File: src/rtl/aavr_pkg.sv
package aavr_pkg;

	localparam int COORD_WIDTH_DEF = 24;
	localparam int CORDIC_STEPS_DEF = 16;

	localparam int CFG_IDX_W = 8;
	localparam int CFG_DATA_W = 16;
	localparam int MAT_W = 16;
	localparam int MAT_N = 9;
	localparam int FIFO_DEPTH = 4;

	localparam int TH_W = 20;
	localparam int CX_W = 34;
	localparam int ATAN_IDX_W = 5;

	localparam logic signed [TH_W-1:0] PI_Q16 = 20'sd205887;
	localparam logic signed [TH_W-1:0] TWO_PI_Q16 = 20'sd411775;
	localparam logic signed [TH_W-1:0] HALF_PI_Q16 = 20'sd102944;
	localparam logic signed [CX_W-1:0] CORDIC_GAIN_Q30 = 34'sd652032874;

	typedef enum logic [CFG_IDX_W-1:0] {
		REG_AXIS_X = 8'd0,
		REG_AXIS_Y = 8'd1,
		REG_AXIS_Z = 8'd2,
		REG_ANGLE  = 8'd3
	} reg_idx_t;

	typedef enum logic [2:0] {
		MB_IDLE,
		MB_LOAD,
		MB_CORDIC,
		MB_TRIG,
		MB_PROD,
		MB_SCALE,
		MB_SUM
	} mb_state_t;

	typedef enum logic [1:0] {
		SGN_ZERO,
		SGN_POS,
		SGN_NEG
	} sgn_t;

	typedef enum logic [1:0] {
		AX_X,
		AX_Y,
		AX_Z
	} ax_sel_t;

	typedef struct packed {
		ax_sel_t ai;
		ax_sel_t aj;
		ax_sel_t ak;
		logic    diag;
		sgn_t    sgn;
	} ent_sel_t;

	typedef struct packed {
		logic                           valid;
		logic [MAT_N-1:0][MAT_W-1:0]    m;
	} mat_bus_t;

	function automatic logic signed [TH_W-1:0] atan_q16(input logic [ATAN_IDX_W-1:0] i);
		logic signed [TH_W-1:0] r;
		case (i)
			5'd0:  r = 20'sd51472;
			5'd1:  r = 20'sd30386;
			5'd2:  r = 20'sd16055;
			5'd3:  r = 20'sd8150;
			5'd4:  r = 20'sd4091;
			5'd5:  r = 20'sd2047;
			5'd6:  r = 20'sd1024;
			5'd7:  r = 20'sd512;
			5'd8:  r = 20'sd256;
			5'd9:  r = 20'sd128;
			5'd10: r = 20'sd64;
			5'd11: r = 20'sd32;
			5'd12: r = 20'sd16;
			5'd13: r = 20'sd8;
			5'd14: r = 20'sd4;
			5'd15: r = 20'sd2;
			5'd16: r = 20'sd1;
			default: r = '0;
		endcase
		return r;
	endfunction

	// R = c*I + (1-c)*a*a^T + s*[a]x, row major
	function automatic ent_sel_t ent_sel(input logic [3:0] e);
		ent_sel_t r;
		case (e)
			4'd0: r = '{ai: AX_X, aj: AX_X, ak: AX_X, diag: 1'b1, sgn: SGN_ZERO};
			4'd1: r = '{ai: AX_X, aj: AX_Y, ak: AX_Z, diag: 1'b0, sgn: SGN_NEG};
			4'd2: r = '{ai: AX_X, aj: AX_Z, ak: AX_Y, diag: 1'b0, sgn: SGN_POS};
			4'd3: r = '{ai: AX_X, aj: AX_Y, ak: AX_Z, diag: 1'b0, sgn: SGN_POS};
			4'd4: r = '{ai: AX_Y, aj: AX_Y, ak: AX_X, diag: 1'b1, sgn: SGN_ZERO};
			4'd5: r = '{ai: AX_Y, aj: AX_Z, ak: AX_X, diag: 1'b0, sgn: SGN_NEG};
			4'd6: r = '{ai: AX_X, aj: AX_Z, ak: AX_Y, diag: 1'b0, sgn: SGN_NEG};
			4'd7: r = '{ai: AX_Y, aj: AX_Z, ak: AX_X, diag: 1'b0, sgn: SGN_POS};
			4'd8: r = '{ai: AX_Z, aj: AX_Z, ak: AX_Z, diag: 1'b1, sgn: SGN_ZERO};
			default: r = '{ai: AX_X, aj: AX_X, ak: AX_X, diag: 1'b0, sgn: SGN_ZERO};
		endcase
		return r;
	endfunction

endpackage

File: src/rtl/aavr_fifo.sv
module aavr_fifo
	import aavr_pkg::*;
#(
	parameter int WIDTH = 3 * COORD_WIDTH_DEF
) (
	input  logic             clk,
	input  logic             arst_n,
	input  logic             in_valid,
	output logic             in_ready,
	input  logic [WIDTH-1:0] in_data,
	output logic             out_valid,
	input  logic             out_pop,
	output logic [WIDTH-1:0] out_data
);

	localparam int AW = $clog2(FIFO_DEPTH);

	logic [WIDTH-1:0] mem_q [FIFO_DEPTH];
	logic [AW-1:0]    wr_ptr_q, rd_ptr_q;
	logic [AW:0]      count_q;
	logic             push, pop;

	assign in_ready  = count_q != (AW+1)'(FIFO_DEPTH);
	assign out_valid = count_q != '0;
	assign push      = in_valid && in_ready;
	assign pop       = out_pop && out_valid;
	assign out_data  = mem_q[rd_ptr_q];

	always_ff @(posedge clk) begin
		if (push) begin
			mem_q[wr_ptr_q] <= in_data;
		end
	end

	always_ff @(posedge clk or negedge arst_n) begin
		if (!arst_n) begin
			wr_ptr_q <= '0;
			rd_ptr_q <= '0;
			count_q  <= '0;
		end else begin
			if (push) begin
				wr_ptr_q <= wr_ptr_q + 1'b1;
			end
			if (pop) begin
				rd_ptr_q <= rd_ptr_q + 1'b1;
			end
			case ({push, pop})
				2'b10:   count_q <= count_q + 1'b1;
				2'b01:   count_q <= count_q - 1'b1;
				default: count_q <= count_q;
			endcase
		end
	end

endmodule

File: config.mk
export PLATFORM = sky130hd
export DESIGN_NAME = aavr_fifo
export DESIGN_NICKNAME = d
export VERILOG_FILES = /design/src/rtl/aavr_pkg.sv /design/src/rtl/aavr_fifo.sv
export SDC_FILE = /design/constraint.sdc
export NUM_CORES = 1
export LEC_CHECK = 0
export BUFFER_PORTS_ARGS = -buffer_cell sky130_fd_sc_hd__buf_2
export CELL_PAD_IN_SITES_DETAIL_PLACEMENT = 2
export CELL_PAD_IN_SITES_GLOBAL_PLACEMENT = 2
export CORE_ASPECT_RATIO = 1.5
export CORE_MARGIN = 5
export CORE_UTILIZATION = 50
export CTS_BUF_LIST = sky130_fd_sc_hd__clkbuf_4 sky130_fd_sc_hd__clkbuf_8
export CTS_CLUSTER_SIZE = 16
export DETAILED_ROUTE_END_ITERATION = 7
export PLACE_DENSITY_LB_ADDON = 0.05
export SLEW_MARGIN = 10
export SYNTH_ARGS = -nofsm -noshare
export SYNTH_HDL_FRONTEND = slang
export SYNTH_SLANG_ARGS = --single-unit
File: constraint.sdc
create_clock -name clk -period 3.51 [get_ports clk]
set_clock_uncertainty 0.1 [all_clocks]
set_input_delay 0.351 -clock clk [delete_from_list [all_inputs] [get_ports clk]]
set_output_delay 0.351 -clock clk [all_outputs]
set_load 0.1 [all_outputs]
==> reports/metrics.yaml, run 1 <==
run_status:
  status: "stopped before the end"
  failing_step: "3_5_place_dp"
  toolErrorMsg: "[ERROR DPL-0033] detailed placement checks failed during check placement."
floorplanning:
  placementRows: 65
  initial_utilization: 0.510
  die_w_um: 130
  io_pins: 150
  die_h_um: 190
placed_design:
  io_buffers: 149
  dp_hpwl_um: 16800
  gp_congestion: 0.716
yosys:
  synthMuxAreaShare: 0.153
  synth_top_family_by_area: "multiplexers"
  syn_area_mm2: 0.0108
  syn_area_per_cell_um2: 26.1
  synth.distinct_cells: 21
  synth_xor_area_frac: 0.00487
  synth_edf_count: 288
  synthArstFlopShare: 0.0237
  synthSimpleGateAreaFrac: 0.00603
  synth_compound_gate_area_share: 0.000928
  synth_seq_cells: 295
  ys_warn_count: 0
  synth_flop_cell: "edfxtp_1"
  synth_fp_nets: 495
  synth_fa_ha_area_frac: 0.00765
  ys_seq_area_frac: 0.818
  netlist_instances: 413
-- synth_stat cells, types with 2 or more instances --
cell type / count / share of area
and3_2: 4 / 0.0028
mux4_2: 72 / 0.15
buf_4: 6 / 0.0042
ha_1: 5 / 0.0058
xor2_1: 3 / 0.0024
xnor2_1: 3 / 0.0024
buf_2: 5 / 0.0023
buf_1: 3 / 0.0010
dfrtp_1: 7 / 0.016
clkbuf_1: 2 / 0.00070
inv_1: 6 / 0.0021
edfxtp_1: 288 / 0.80
-- through the flow --
| step | cells | hold WS, ns | area (um^2) |
|---|---|---|---|
| global placement | 824 | 0.0986 | 11900 |
| floorplan | 413 | -0.0446 | 10800 |
-- cells by family after synthesis --
family | after synthesis
muxes | 74
adders and majority gates | 6
DFF | 295
xor gates and xnor gates | 6
AOI/OAI and AO/OA | 1
buffers and inverters | 22
and+or+nand+nor | 9
==> run 2, diff against run 1 <==
==> config.mk (replaced) <==
export PLATFORM = sky130hd
export DESIGN_NAME = aavr_fifo
export DESIGN_NICKNAME = d
export VERILOG_FILES = /design/src/rtl/aavr_pkg.sv /design/src/rtl/aavr_fifo.sv
export SDC_FILE = /design/constraint.sdc
export NUM_CORES = 1
export LEC_CHECK = 0
export BUFFER_PORTS_ARGS = -buffer_cell sky130_fd_sc_hd__buf_2
export CORE_MARGIN = 5
export CORE_UTILIZATION = 40
export DETAILED_ROUTE_END_ITERATION = 7
export PLACE_DENSITY_LB_ADDON = 0.15
export SLEW_MARGIN = 10
export SYNTH_ARGS = -nofsm -noshare
export SYNTH_HDL_FRONTEND = slang
export SYNTH_SLANG_ARGS = --single-unit
==> run 2 against run 1 <==
  * The flow now finishes without violations
  * Synthesized cell count did not move
  * Synthesized area is the same
==> reports/metrics.yaml, run 2 <==
placed_design:
  io_buffers: 149
  dp_hpwl_um: 12500
  gp_congestion: 0.702
  place_area_mm2: 0.0121
critical_path:
  path_cells: "buf_12 > mux4_2 > buf_2"
  worstSetupPathType: "reg2out"
  crit_path_top_delay_cell: "dfrtp_4"
  crit_start: "rd_ptr_q[0]"
  r2r_cells: 9
  cp-start-kind: "register"
  path_delay_family: "flip-flops"
  r2r_start: "count_q[0]"
  cp_num_cells: 3
  cpPeakStageDelay_ns: 0.82
  path_max_fanout: 27
  crit_required_ns: 3.06
  critPathCaptureType: "output port"
  crit_buf_inv: 2
  critPathArrivalTime_ns: 2.59
floorplanning:
  placementRows: 60
  initial_utilization: 0.404
  die_h_um: 174
  io_pins: 150
  core_mm2: 0.0267
  die_w_um: 174
  die_area_mm2: 0.0304
timing:
  drv_slew: 0
  setup_viol: 0
  rsz0062_at_grt: "no"
  fin_crit_sh: 0.865
  hold_viol: 0
  min_period_ns: 3.04
  slew_headroom: 0.572
  tightest_slew_ns: 0.642
  whs_ns: 0.0509
  fmax_mhz: 329
  tns_ns: 0
yosys:
  yosys-top-cells-count: "edfxtp_1, mux4_2, dfrtp_1, buf_4, inv_1"
  synth_edf_count: 288
  ys_seq_area_frac: 0.818
  synthArstFlopShare: 0.0237
  yosysTopAreaCellShare: 0.801
  syn_area_mm2: 0.0108
  synth_flop_cell: "edfxtp_1"
  yosys-top-cells-area: "edfxtp_1, mux4_2, dfrtp_1"
  netlist_instances: 413
  synth_seq_cells: 295
  synth_fp_nets: 495
  syn_area_per_cell_um2: 26.1
  yosysMostFrequentCell: "edfxtp_1"
  synth.distinct_cells: 21
  synth_top_area_cell: "edfxtp_1"
  ys_warn_count: 0
layout:
  largest_reg_flops: 288
  finalNetCount: 746
  final_common_cell: "edfxtp_1"
  reg_top3: "mem_q (288), count_q (3)"
  postLayoutCellArea_mm2: 0.0137
  final_cell_mix: "edfxtp_1, buf_2, dlygate4sd3_1"
  top_register: "mem_q"
  areaGrowthSynthToFinish_pct: 27.4
  layout-drive-gt1-share: 0.413
clock_network:
  cts_inserted_buffers: 31
  cts.path.max_buffers: 3
  cts-root-buf: "clkbuf_16"
  cts-resized-gates: 0
  h-tree-depth: 1
  clkSinkCount: 295
  cts_tree: "built"
  hold_buffers: 73
  insertion_delay_ns: 0.55
  clkTransAtPathRegs_ns: 0.06
  cts_setup_buffers: 0
run_status:
  status: "finished, final reports clean"
global_route:
  globalRouteOverflowTotal: 0
  grt_max_degree: 44
  grt_pass1_vias: 5694
  grt_pass1_wl_um: 32900
  grt_antenna_before_repair: 2
  gr-usage-all-layers: 0.139
route:
  dr.pass1.iters: 6
  drc: 0
  avgViaCountPerCell: 4.97
  wirelength_um: 21100
  drt_iter0_markers: 205
  avgRoutedWirePerCell_um: 20.5
  vias: 5121
  final_antenna_net_count: 0
worst_hold_path:
  min-delay-start: "out_pop"
  whs_path_depth: 3
  hold_path.class: "in2reg"
flow_run:
  max-cap-violations: 0
-- run 2: cells by family (layout without fill, tap and decap cells) --
kind of cell,count (synthesis),in the layout,synth area share
DFF,295,295,0.818
buffers and inverters,22,296,0.0103
xor gates and xnor gates,6,6,0.00487
adders and majority gates,6,6,0.00765
and+or+nand+nor,9,9,0.00603
muxes,74,74,0.153
other,0,3,0
AOI/OAI and AO/OA,1,1,0.000928
-- run 2: path summary, 6_finish.rpt --
path | end | slack (ns)
worst max-delay path | out_data[61] | 0.47
worst min-delay path | rd_ptr_q[0] | 0.05
worst max register to register | count_q[2] | 1.22
worst min register to register | count_q[2] | 0.42
max in group asynchronous | rd_ptr_q[1] | 3.04
min in group asynchronous | rd_ptr_q[0] | 0.07
-- run 2: worst register-to-register path, delay by kind of cell (launching register included) --
family	cells	cell delay [ns]
flip-flops	1	0.43
AND/OR/NAND/NOR	3	0.72
XOR/XNOR	2	0.30
buffers and inverters	2	0.11
adder cells (fa/ha/maj)	2	0.56
-- run 2: metrics by stage --
stage | worst slack [ns] | util | cells
after global routing | 0.295 | 0.514 | 1030
after floorplan | 1.11 | - | 413
after detailed placement | 0.978 | 0.451 | 899
final | 0.474 | 0.514 | 1031
after global placement | 0.972 | 0.451 | 899
after CTS | 0.362 | 0.514 | 1028
-- run 2: area by class of cell --
type / instances / area [um^2]
fillers: 2143 / 13000
flip-flops and latches: 295 / 8830
multi-input cells: 96 / 1870
repair buffers: 234 / 1630
clock buffers: 42 / 817
well taps: 341 / 427
clock inverters: 14 / 144
inverters: 6 / 22.5
diodes: 3 / 7.51
-- run 2: routing by layer --
layer  vias to the layer above  part of all wire  GRT usage
li1                       2282                 -          -
met1                      2627              0.41      0.174
met2                       162              0.51      0.242
met3                        50             0.060     0.0333
met4                         0             0.028     0.0419
met5                         -                 0          0
Power of run 2 is not shown: default switching activity piles up to over one toggle a cycle in this logic, so the estimate is an artifact.
