**src/rtl/aavr_pkg.sv**
```systemverilog
package aavr_pkg;

	localparam int COORD_WIDTH_DEF = 24;
	localparam int CORDIC_STEPS_DEF = 16;

	localparam int CFG_IDX_W = 8;
	localparam int CFG_DATA_W = 16;
	localparam int MAT_W = 16;
	localparam int MAT_N = 9;
	localparam int FIFO_DEPTH = 4;

	localparam int TH_W = 20;
	localparam int CX_W = 34;
	localparam int ATAN_IDX_W = 5;

	localparam logic signed [TH_W-1:0] PI_Q16 = 20'sd205887;
	localparam logic signed [TH_W-1:0] TWO_PI_Q16 = 20'sd411775;
	localparam logic signed [TH_W-1:0] HALF_PI_Q16 = 20'sd102944;
	localparam logic signed [CX_W-1:0] CORDIC_GAIN_Q30 = 34'sd652032874;

	typedef enum logic [CFG_IDX_W-1:0] {
		REG_AXIS_X = 8'd0,
		REG_AXIS_Y = 8'd1,
		REG_AXIS_Z = 8'd2,
		REG_ANGLE  = 8'd3
	} reg_idx_t;

	typedef enum logic [2:0] {
		MB_IDLE,
		MB_LOAD,
		MB_CORDIC,
		MB_TRIG,
		MB_PROD,
		MB_SCALE,
		MB_SUM
	} mb_state_t;

	typedef enum logic [1:0] {
		SGN_ZERO,
		SGN_POS,
		SGN_NEG
	} sgn_t;

	typedef enum logic [1:0] {
		AX_X,
		AX_Y,
		AX_Z
	} ax_sel_t;

	typedef struct packed {
		ax_sel_t ai;
		ax_sel_t aj;
		ax_sel_t ak;
		logic    diag;
		sgn_t    sgn;
	} ent_sel_t;

	typedef struct packed {
		logic                           valid;
		logic [MAT_N-1:0][MAT_W-1:0]    m;
	} mat_bus_t;

	function automatic logic signed [TH_W-1:0] atan_q16(input logic [ATAN_IDX_W-1:0] i);
		logic signed [TH_W-1:0] r;
		case (i)
			5'd0:  r = 20'sd51472;
			5'd1:  r = 20'sd30386;
			5'd2:  r = 20'sd16055;
			5'd3:  r = 20'sd8150;
			5'd4:  r = 20'sd4091;
			5'd5:  r = 20'sd2047;
			5'd6:  r = 20'sd1024;
			5'd7:  r = 20'sd512;
			5'd8:  r = 20'sd256;
			5'd9:  r = 20'sd128;
			5'd10: r = 20'sd64;
			5'd11: r = 20'sd32;
			5'd12: r = 20'sd16;
			5'd13: r = 20'sd8;
			5'd14: r = 20'sd4;
			5'd15: r = 20'sd2;
			5'd16: r = 20'sd1;
			default: r = '0;
		endcase
		return r;
	endfunction

	// R = c*I + (1-c)*a*a^T + s*[a]x, row major
	function automatic ent_sel_t ent_sel(input logic [3:0] e);
		ent_sel_t r;
		case (e)
			4'd0: r = '{ai: AX_X, aj: AX_X, ak: AX_X, diag: 1'b1, sgn: SGN_ZERO};
			4'd1: r = '{ai: AX_X, aj: AX_Y, ak: AX_Z, diag: 1'b0, sgn: SGN_NEG};
			4'd2: r = '{ai: AX_X, aj: AX_Z, ak: AX_Y, diag: 1'b0, sgn: SGN_POS};
			4'd3: r = '{ai: AX_X, aj: AX_Y, ak: AX_Z, diag: 1'b0, sgn: SGN_POS};
			4'd4: r = '{ai: AX_Y, aj: AX_Y, ak: AX_X, diag: 1'b1, sgn: SGN_ZERO};
			4'd5: r = '{ai: AX_Y, aj: AX_Z, ak: AX_X, diag: 1'b0, sgn: SGN_NEG};
			4'd6: r = '{ai: AX_X, aj: AX_Z, ak: AX_Y, diag: 1'b0, sgn: SGN_NEG};
			4'd7: r = '{ai: AX_Y, aj: AX_Z, ak: AX_X, diag: 1'b0, sgn: SGN_POS};
			4'd8: r = '{ai: AX_Z, aj: AX_Z, ak: AX_Z, diag: 1'b1, sgn: SGN_ZERO};
			default: r = '{ai: AX_X, aj: AX_X, ak: AX_X, diag: 1'b0, sgn: SGN_ZERO};
		endcase
		return r;
	endfunction

endpackage

```
**src/rtl/aavr_matrix.sv**
```systemverilog
module aavr_matrix
	import aavr_pkg::*;
#(
	parameter int CORDIC_STEPS = CORDIC_STEPS_DEF
) (
	input  logic                  clk,
	input  logic                  arst_n,
	input  logic                  cfg_wr,
	input  logic [CFG_IDX_W-1:0]  cfg_index,
	input  logic [CFG_DATA_W-1:0] cfg_data,
	output mat_bus_t              mat
);

	localparam int STW = $clog2(CORDIC_STEPS);

	logic signed [15:0] axis_x_q, axis_y_q, axis_z_q, angle_q;
	mb_state_t          state_q, state_d;
	logic               valid_q, valid_d;
	logic [STW-1:0]     step_q;
	logic [3:0]         ent_q;
	logic               neg_q;

	logic signed [TH_W-1:0] th_q;
	logic signed [CX_W-1:0] x_q, y_q;
	logic signed [15:0]     c_q, s_q;
	logic signed [16:0]     omc_q;
	logic signed [31:0]     pa_q, pb_q;
	logic signed [48:0]     pc_q;
	logic signed [15:0]     cache_q [MAT_N];

	// angle load and fold into [-pi/2, pi/2]
	logic signed [TH_W-1:0] th_raw, th_wrap, th_fold;
	logic                   fold;
	logic signed [TH_W-1:0] atan_v;
	logic signed [CX_W-1:0] dx, dy;
	logic signed [CX_W-1:0] xn, yn, xr, yr;
	logic signed [15:0]     c_v, s_v;
	ent_sel_t               sel;
	logic signed [15:0]     ai_v, aj_v, ak_v;
	logic signed [50:0]     sum_v, rnd_v;
	logic signed [15:0]     ent_v;

	function automatic logic signed [15:0] pick(input ax_sel_t k, input logic signed [15:0] ax,
			input logic signed [15:0] ay, input logic signed [15:0] az);
		logic signed [15:0] r;
		case (k)
			AX_X:    r = ax;
			AX_Y:    r = ay;
			AX_Z:    r = az;
			default: r = '0;
		endcase
		return r;
	endfunction

	function automatic logic signed [15:0] q14_clamp(input logic signed [CX_W-1:0] v);
		logic signed [CX_W-1:0] t;
		logic signed [15:0]     r;
		t = (v + CX_W'(32768)) >>> 16;
		if (t > CX_W'(16384)) begin
			r = 16'sd16384;
		end else if (t < -CX_W'(16384)) begin
			r = -16'sd16384;
		end else begin
			r = t[15:0];
		end
		return r;
	endfunction

	always_comb begin
		th_raw = TH_W'(angle_q) <<< 3;
		if (th_raw > PI_Q16) begin
			th_wrap = th_raw - TWO_PI_Q16;
		end else if (th_raw < -PI_Q16) begin
			th_wrap = th_raw + TWO_PI_Q16;
		end else begin
			th_wrap = th_raw;
		end
		fold = 1'b0;
		if (th_wrap > HALF_PI_Q16) begin
			th_fold = th_wrap - PI_Q16;
			fold = 1'b1;
		end else if (th_wrap < -HALF_PI_Q16) begin
			th_fold = th_wrap + PI_Q16;
			fold = 1'b1;
		end else begin
			th_fold = th_wrap;
		end
	end

	assign atan_v = atan_q16(ATAN_IDX_W'(step_q));
	assign dx = y_q >>> step_q;
	assign dy = x_q >>> step_q;
	assign xn = neg_q ? -x_q : x_q;
	assign yn = neg_q ? -y_q : y_q;
	assign c_v = q14_clamp(xn);
	assign s_v = q14_clamp(yn);
	assign xr = xn;
	assign yr = yn;

	assign sel  = ent_sel(ent_q);
	assign ai_v = pick(sel.ai, axis_x_q, axis_y_q, axis_z_q);
	assign aj_v = pick(sel.aj, axis_x_q, axis_y_q, axis_z_q);
	assign ak_v = pick(sel.ak, axis_x_q, axis_y_q, axis_z_q);

	always_comb begin
		sum_v = 51'(pc_q);
		if (sel.diag) begin
			sum_v = sum_v + (51'(c_q) <<< 28);
		end
		case (sel.sgn)
			SGN_POS: sum_v = sum_v + (51'(pb_q) <<< 14);
			SGN_NEG: sum_v = sum_v - (51'(pb_q) <<< 14);
			default: sum_v = sum_v;
		endcase
		rnd_v = (sum_v + 51'sd134217728) >>> 28;
		if (rnd_v > 51'sd32767) begin
			ent_v = 16'sh7fff;
		end else if (rnd_v < -51'sd32768) begin
			ent_v = 16'sh8000;
		end else begin
			ent_v = rnd_v[15:0];
		end
	end

	always_comb begin
		state_d = state_q;
		valid_d = valid_q;
		case (state_q)
			MB_IDLE:   state_d = MB_IDLE;
			MB_LOAD:   state_d = MB_CORDIC;
			MB_CORDIC: begin
				if (step_q == STW'(CORDIC_STEPS - 1)) begin
					state_d = MB_TRIG;
				end
			end
			MB_TRIG:   state_d = MB_PROD;
			MB_PROD:   state_d = MB_SCALE;
			MB_SCALE:  state_d = MB_SUM;
			MB_SUM: begin
				if (ent_q == 4'(MAT_N - 1)) begin
					state_d = MB_IDLE;
					valid_d = 1'b1;
				end else begin
					state_d = MB_PROD;
				end
			end
			default:   state_d = MB_IDLE;
		endcase
		if (cfg_wr) begin
			state_d = MB_LOAD;
			valid_d = 1'b0;
		end
	end

	always_ff @(posedge clk or negedge arst_n) begin
		if (!arst_n) begin
			state_q  <= MB_LOAD;
			valid_q  <= 1'b0;
			axis_x_q <= 16'sd0;
			axis_y_q <= 16'sd0;
			axis_z_q <= 16'sd16384;
			angle_q  <= 16'sd0;
			step_q   <= '0;
			ent_q    <= '0;
		end else begin
			state_q <= state_d;
			valid_q <= valid_d;
			if (cfg_wr) begin
				case (reg_idx_t'(cfg_index))
					REG_AXIS_X: axis_x_q <= cfg_data;
					REG_AXIS_Y: axis_y_q <= cfg_data;
					REG_AXIS_Z: axis_z_q <= cfg_data;
					REG_ANGLE:  angle_q  <= cfg_data;
					default:    angle_q  <= angle_q;
				endcase
			end
			case (state_q)
				MB_LOAD:   step_q <= '0;
				MB_CORDIC: step_q <= step_q + 1'b1;
				MB_TRIG:   ent_q  <= '0;
				MB_SUM:    ent_q  <= ent_q + 1'b1;
				default:   step_q <= step_q;
			endcase
		end
	end

	always_ff @(posedge clk) begin
		case (state_q)
			MB_LOAD: begin
				th_q  <= th_fold;
				neg_q <= fold;
				x_q   <= CORDIC_GAIN_Q30;
				y_q   <= '0;
			end
			MB_CORDIC: begin
				if (th_q >= 0) begin
					x_q  <= x_q - dx;
					y_q  <= y_q + dy;
					th_q <= th_q - atan_v;
				end else begin
					x_q  <= x_q + dx;
					y_q  <= y_q - dy;
					th_q <= th_q + atan_v;
				end
			end
			MB_TRIG: begin
				c_q   <= c_v;
				s_q   <= s_v;
				omc_q <= 17'sd16384 - 17'(c_v);
				x_q   <= xr;
				y_q   <= yr;
			end
			MB_PROD: begin
				pa_q <= 32'(ai_v) * 32'(aj_v);
				pb_q <= 32'(ak_v) * 32'(s_q);
			end
			MB_SCALE: pc_q <= 49'(pa_q) * 49'(omc_q);
			MB_SUM:   cache_q[ent_q] <= ent_v;
			default:  pc_q <= pc_q;
		endcase
	end

	always_comb begin
		mat.valid = valid_q;
		for (int i = 0; i < MAT_N; i++) begin
			mat.m[i] = cache_q[i];
		end
	end

	a_valid_idle: assert property (@(posedge clk) disable iff (!arst_n)
		valid_q |-> state_q == MB_IDLE)
		else $error("matrix valid outside idle");

	a_cordic_done: assert property (@(posedge clk) disable iff (!arst_n)
		(state_q == MB_CORDIC && step_q == STW'(CORDIC_STEPS - 1) && !cfg_wr)
		|=> state_q == MB_TRIG)
		else $error("cordic did not finish after its step count");

	a_valid_rise: assert property (@(posedge clk) disable iff (!arst_n)
		$rose(valid_q) |-> $past(state_q) == MB_SUM && $past(ent_q) == 4'(MAT_N - 1))
		else $error("matrix valid without all entries written");

endmodule

```
**config.mk**
```make
export PLATFORM = sky130hd
export DESIGN_NAME = aavr_matrix
export DESIGN_NICKNAME = d
export VERILOG_FILES = /design/src/rtl/aavr_pkg.sv /design/src/rtl/aavr_matrix.sv
export SDC_FILE = /design/constraint.sdc
export NUM_CORES = 2
export LEC_CHECK = 0
export ABC_AREA = 1
export BUFFER_PORTS_ARGS = -buffer_cell sky130_fd_sc_hd__clkbuf_2
export CAP_MARGIN = 0
export CORE_MARGIN = 5
export CORE_UTILIZATION = 50
export DETAILED_ROUTE_END_ITERATION = 8
export PLACE_DENSITY = 0.67
export SYNTH_ARGS = -nofsm -noshare
export SYNTH_HDL_FRONTEND = slang
export SYNTH_SLANG_ARGS = --single-unit
export TNS_END_PERCENT = 5
```
**constraint.sdc**
```tcl
create_clock -name clk -period 11.6 [get_ports clk]
set_clock_uncertainty 0.15 [all_clocks]
set_input_delay 1.74 -clock clk [delete_from_list [all_inputs] [get_ports clk]]
set_output_delay 1.74 -clock clk [all_outputs]
set_load 0.02 [all_outputs]
```
==> flow_summary_export.csv <==
group,metric,value,unit
hold_path,min_to,"axis_x_q[6]",
global_routing,grt_pass1_wl,359000,µm
setup_path,critical_path.max_fanout,18,
setup_path,reg2regPathDepth,35,
hold_path,hold_path.class,"reg2reg",
yosys,synth_edf_count,380,
setup_path,critPathMaxStageDelay,0.66,ns
setup_path,slowest_stage,"nor2_1",
die,die_y,399,µm
placed_design,hpwlAfterDp,179000,µm
global_routing,grt_max_degree,77,
setup_path,r2r_start,"ent_q[0]",
die,fp-row-count,143,
clock_network,cts.clk_slew.worst_paths,0.06,ns
yosys,synth_xor_area_share,3.91,%
drt,drc,0,
yosys,synth_compound_area_share,8.21,%
hold_path,worstHoldStart,"axis_x_q[6]",
global_routing,antenna_found_initial,0,
clock_network,cts_root_buf,"clkbuf_16",
timing,worstMarginPinSlew,1.17,ns
yosys,yosys.area_share.simple,21.2,%
die,ios,172,
clock_network,cts.htree.levels,2,
clock_network,cts-resized-gates,0,
timing,finalCritPeriodShare,80.6,%
outcome,outcome,"completed",
drt,antenna_left,0,
timing,slew_violations,0,
placed_design,pre_cts_ws,2.38,ns
job,maxCapViolCount,0,
timing,slew_headroom,22.0,%
yosys,synth_nets,11500,
setup_path,arrival,9.63,ns
die,die_w,399,µm
drt,drt-total-wl,223000,µm
cells_and_area,area_growth,6.43,%
setup_path,crit_buf_inv,12,
yosys,yosysWarnings,0,
setup_path,start_kind,"register",
cells_and_area,nNetsFinal,11500,
timing,hold_violations,0,
yosys,yosysSeqAreaShare,17.6,%
clock_network,cts_buffers,58,
clock_network,post-cts-setup-buffers,0,
setup_path,r2r-end,"pa_q[28]",
drt,wl_per_cell,18.5,µm
placed_design,gp_congestion,0.979,
cells_and_area,drive_gt1_share,5.80,%
global_routing,first_global_vias,66600,
timing,rsz0062_at_grt,"false",
drt,vias_per_cell,5.35,
yosys,synthesis.area,75800,µm²
yosys,ys_ff_latch,456,
clock_network,cts_sinks,456,
placed_design,place_inst,12000,
cells_and_area,antennaDiodeCount,0,
clock_network,clock_latency,0.69,ns
drt,dr.first_iter.drc_count,5451,
setup_path,critPathRequiredTime,11.87,ns
setup_path,worst_setup_path_end_kind,"register",
yosys,synth_mux_area_share,0.607,%
timing,setup_viol,0,
cells_and_area,final_cells,12100,
yosys,ys_types,72,
yosys,synthAdderAreaFrac,35.0,%
timing,layout_min_cycle_time,9.35,ns
setup_path,path_common_cell,"inv_1",
setup_path,r2r_slack,2.25,ns
yosys,async_flop_share,16.7,%
timing,fmax,107,MHz
die,die_area,160000,µm²
cells_and_area,nFillCells,14500,
setup_path,path_delay_family,"adder cells",
clock_network,holdBufCountCts,0,
yosys,synthFlopType,"edfxtp_1",
drt,vias,64700,
global_routing,overflow,0,
clock_network,cts_tree,"done",
die,start_util,50.1,%
yosys,synth_top_family_by_area,"adder cells",
hold_path,hold_depth,2,
yosys,avgSynthCellArea,7.57,µm²
clock_network,cts_buffer_depth,3,
timing,setup_tns,0,ns
drt,drtPass1Iterations,9,
placed_design,portBuffers,171,
setup_path,critical_path_class,"reg2reg",
global_routing,grtUsageTotal,28.3,%
yosys,netlist_instances,10000,
timing,setup_ws,2.25,ns
die,core-area,151000,µm²
==> worst max path at each step <==
| stage | from | end | slack (ns) | cells after the start |
|---|---|---|---|---|
| after floorplan | ent_q[0] | pa_q[28] | 3.24 | 34 |
| after global placement | ent_q[0] | pb_q[29] | 2.64 | 35 |
| after detailed placement | ent_q[0] | pa_q[29] | 2.38 | 34 |
| after CTS | ent_q[0] | pa_q[29] | 2.37 | 34 |
| after global routing | ent_q[0] | pa_q[29] | 1.43 | 34 |
| final | ent_q[0] | pa_q[28] | 2.25 | 35 |
==> registers in the layout, indices dropped and copies added (netlist names) <==
register and flops:
th_q 20, pb_q 32, axis_x_q 16, cache_q 144, neg_q 1, x_q 34, c_q 16, valid_q 1
angle_q 16, y_q 34, s_q 16, ent_q 4, pa_q 32, axis_y_q 16, step_q 4, axis_z_q 16
pc_q 35, state_q 3, omc_q 16
==> cell families after synthesis <==
family | after synthesis
fa+ha+maj | 1490
buf+inv | 2697
mux | 46
xor+xnor | 335
simple gates | 3901
compound gates | 1095
flops | 456
==> synthesized netlist by cell type, types with 11 or more instances <==
| master | number | area (µm²) |
|---|---|---|
| a21boi_0 | 17 | 128 |
| nand3_2 | 11 | 110 |
| ha_1 | 442 | 5530 |
| o211ai_1 | 37 | 278 |
| xor2_1 | 220 | 1930 |
| nand4_1 | 91 | 569 |
| inv_1 | 2350 | 8820 |
| clkbuf_1 | 246 | 923 |
| a21oi_1 | 352 | 1760 |
| nand3b_1 | 11 | 82.6 |
| o31ai_1 | 19 | 143 |
| inv_2 | 12 | 45.0 |
| o21ai_0 | 449 | 2250 |
| nor2_1 | 529 | 1990 |
| nand2_2 | 20 | 125 |
| nand2_1 | 2690 | 10100 |
| buf_2 | 45 | 225 |
| fa_1 | 1048 | 21000 |
| a21o_1 | 12 | 90.1 |
| o22ai_1 | 23 | 144 |
| edfxtp_1 | 380 | 11400 |
| nand3_1 | 297 | 1490 |
| or2_2 | 71 | 444 |
| mux2i_1 | 46 | 460 |
| xnor2_1 | 112 | 981 |
| dfrtp_1 | 74 | 1850 |
| a221oi_1 | 21 | 184 |
| nor4_1 | 17 | 106 |
| nor2_4 | 17 | 191 |
| a31oi_1 | 29 | 181 |
| o21ai_1 | 20 | 100 |
| buf_1 | 25 | 93.8 |
| nor3_1 | 71 | 355 |
| o21a_1 | 26 | 195 |
| o21bai_1 | 14 | 105 |
| o221ai_1 | 47 | 412 |
| nor2_2 | 48 | 300 |
==> placed cells by master (no fill, tap or decap), types with 170 or more instances in the layout <==
cell type and instances:
nand2_1 2690, inv_1 2347, fa_1 1048, nor2_1 522
o21ai_0 449, ha_1 442, edfxtp_1 380, a21oi_1 351
nand3_1 297, xor2_1 220, clkbuf_2 170
==> per-layer routing <==
| metal | GRT usage [%] | part of all wire (%) | vias up |
|---|---|---|---|
| met4 | 12.0 | 5.0 | 0 |
| li1 | - | - | 30500 |
| met2 | 46.7 | 46 | 2386 |
| met3 | 3.83 | 7.2 | 554 |
| met1 | 37.5 | 42 | 31300 |
| met5 | 0 | 0 | - |
==> worst register-to-register path: cells and delay by family, from the launching register on <==
family	cells	cell delay [ns]
AO/OA/AOI/OAI	11	2.36
XOR/XNOR	1	0.15
buffers and inverters	12	1.76
flip-flops	1	0.45
adder cells (fa/ha/maj)	8	3.35
AND/OR/NAND/NOR	3	0.87
==> stage by stage <==
stage / hold slack [ns] / utilization [%] / area [µm²]
floorplan: 0.303 / - / 75800
global placement: 0.318 / 52.0 / 78700
detailed placement: 0.324 / 52.0 / 78700
CTS: 0.339 / 53.3 / 80700
global route: 0.375 / 53.3 / 80700
finish: 0.338 / 53.3 / 80700
==> cell type report <==
type	instances	area (µm²)	share of cell area, %
multi-input cells	6867	52300	64.9
flip-flops and latches	456	13300	16.5
inverters	2372	8910	11.0
well taps	2030	2540	3.15
clock buffers	68	1580	1.96
repair buffers	265	1560	1.94
clock inverters	41	435	0.540
Power is not shown: default switching activity piles up to over one toggle a cycle in this logic, so the estimate is an artifact.
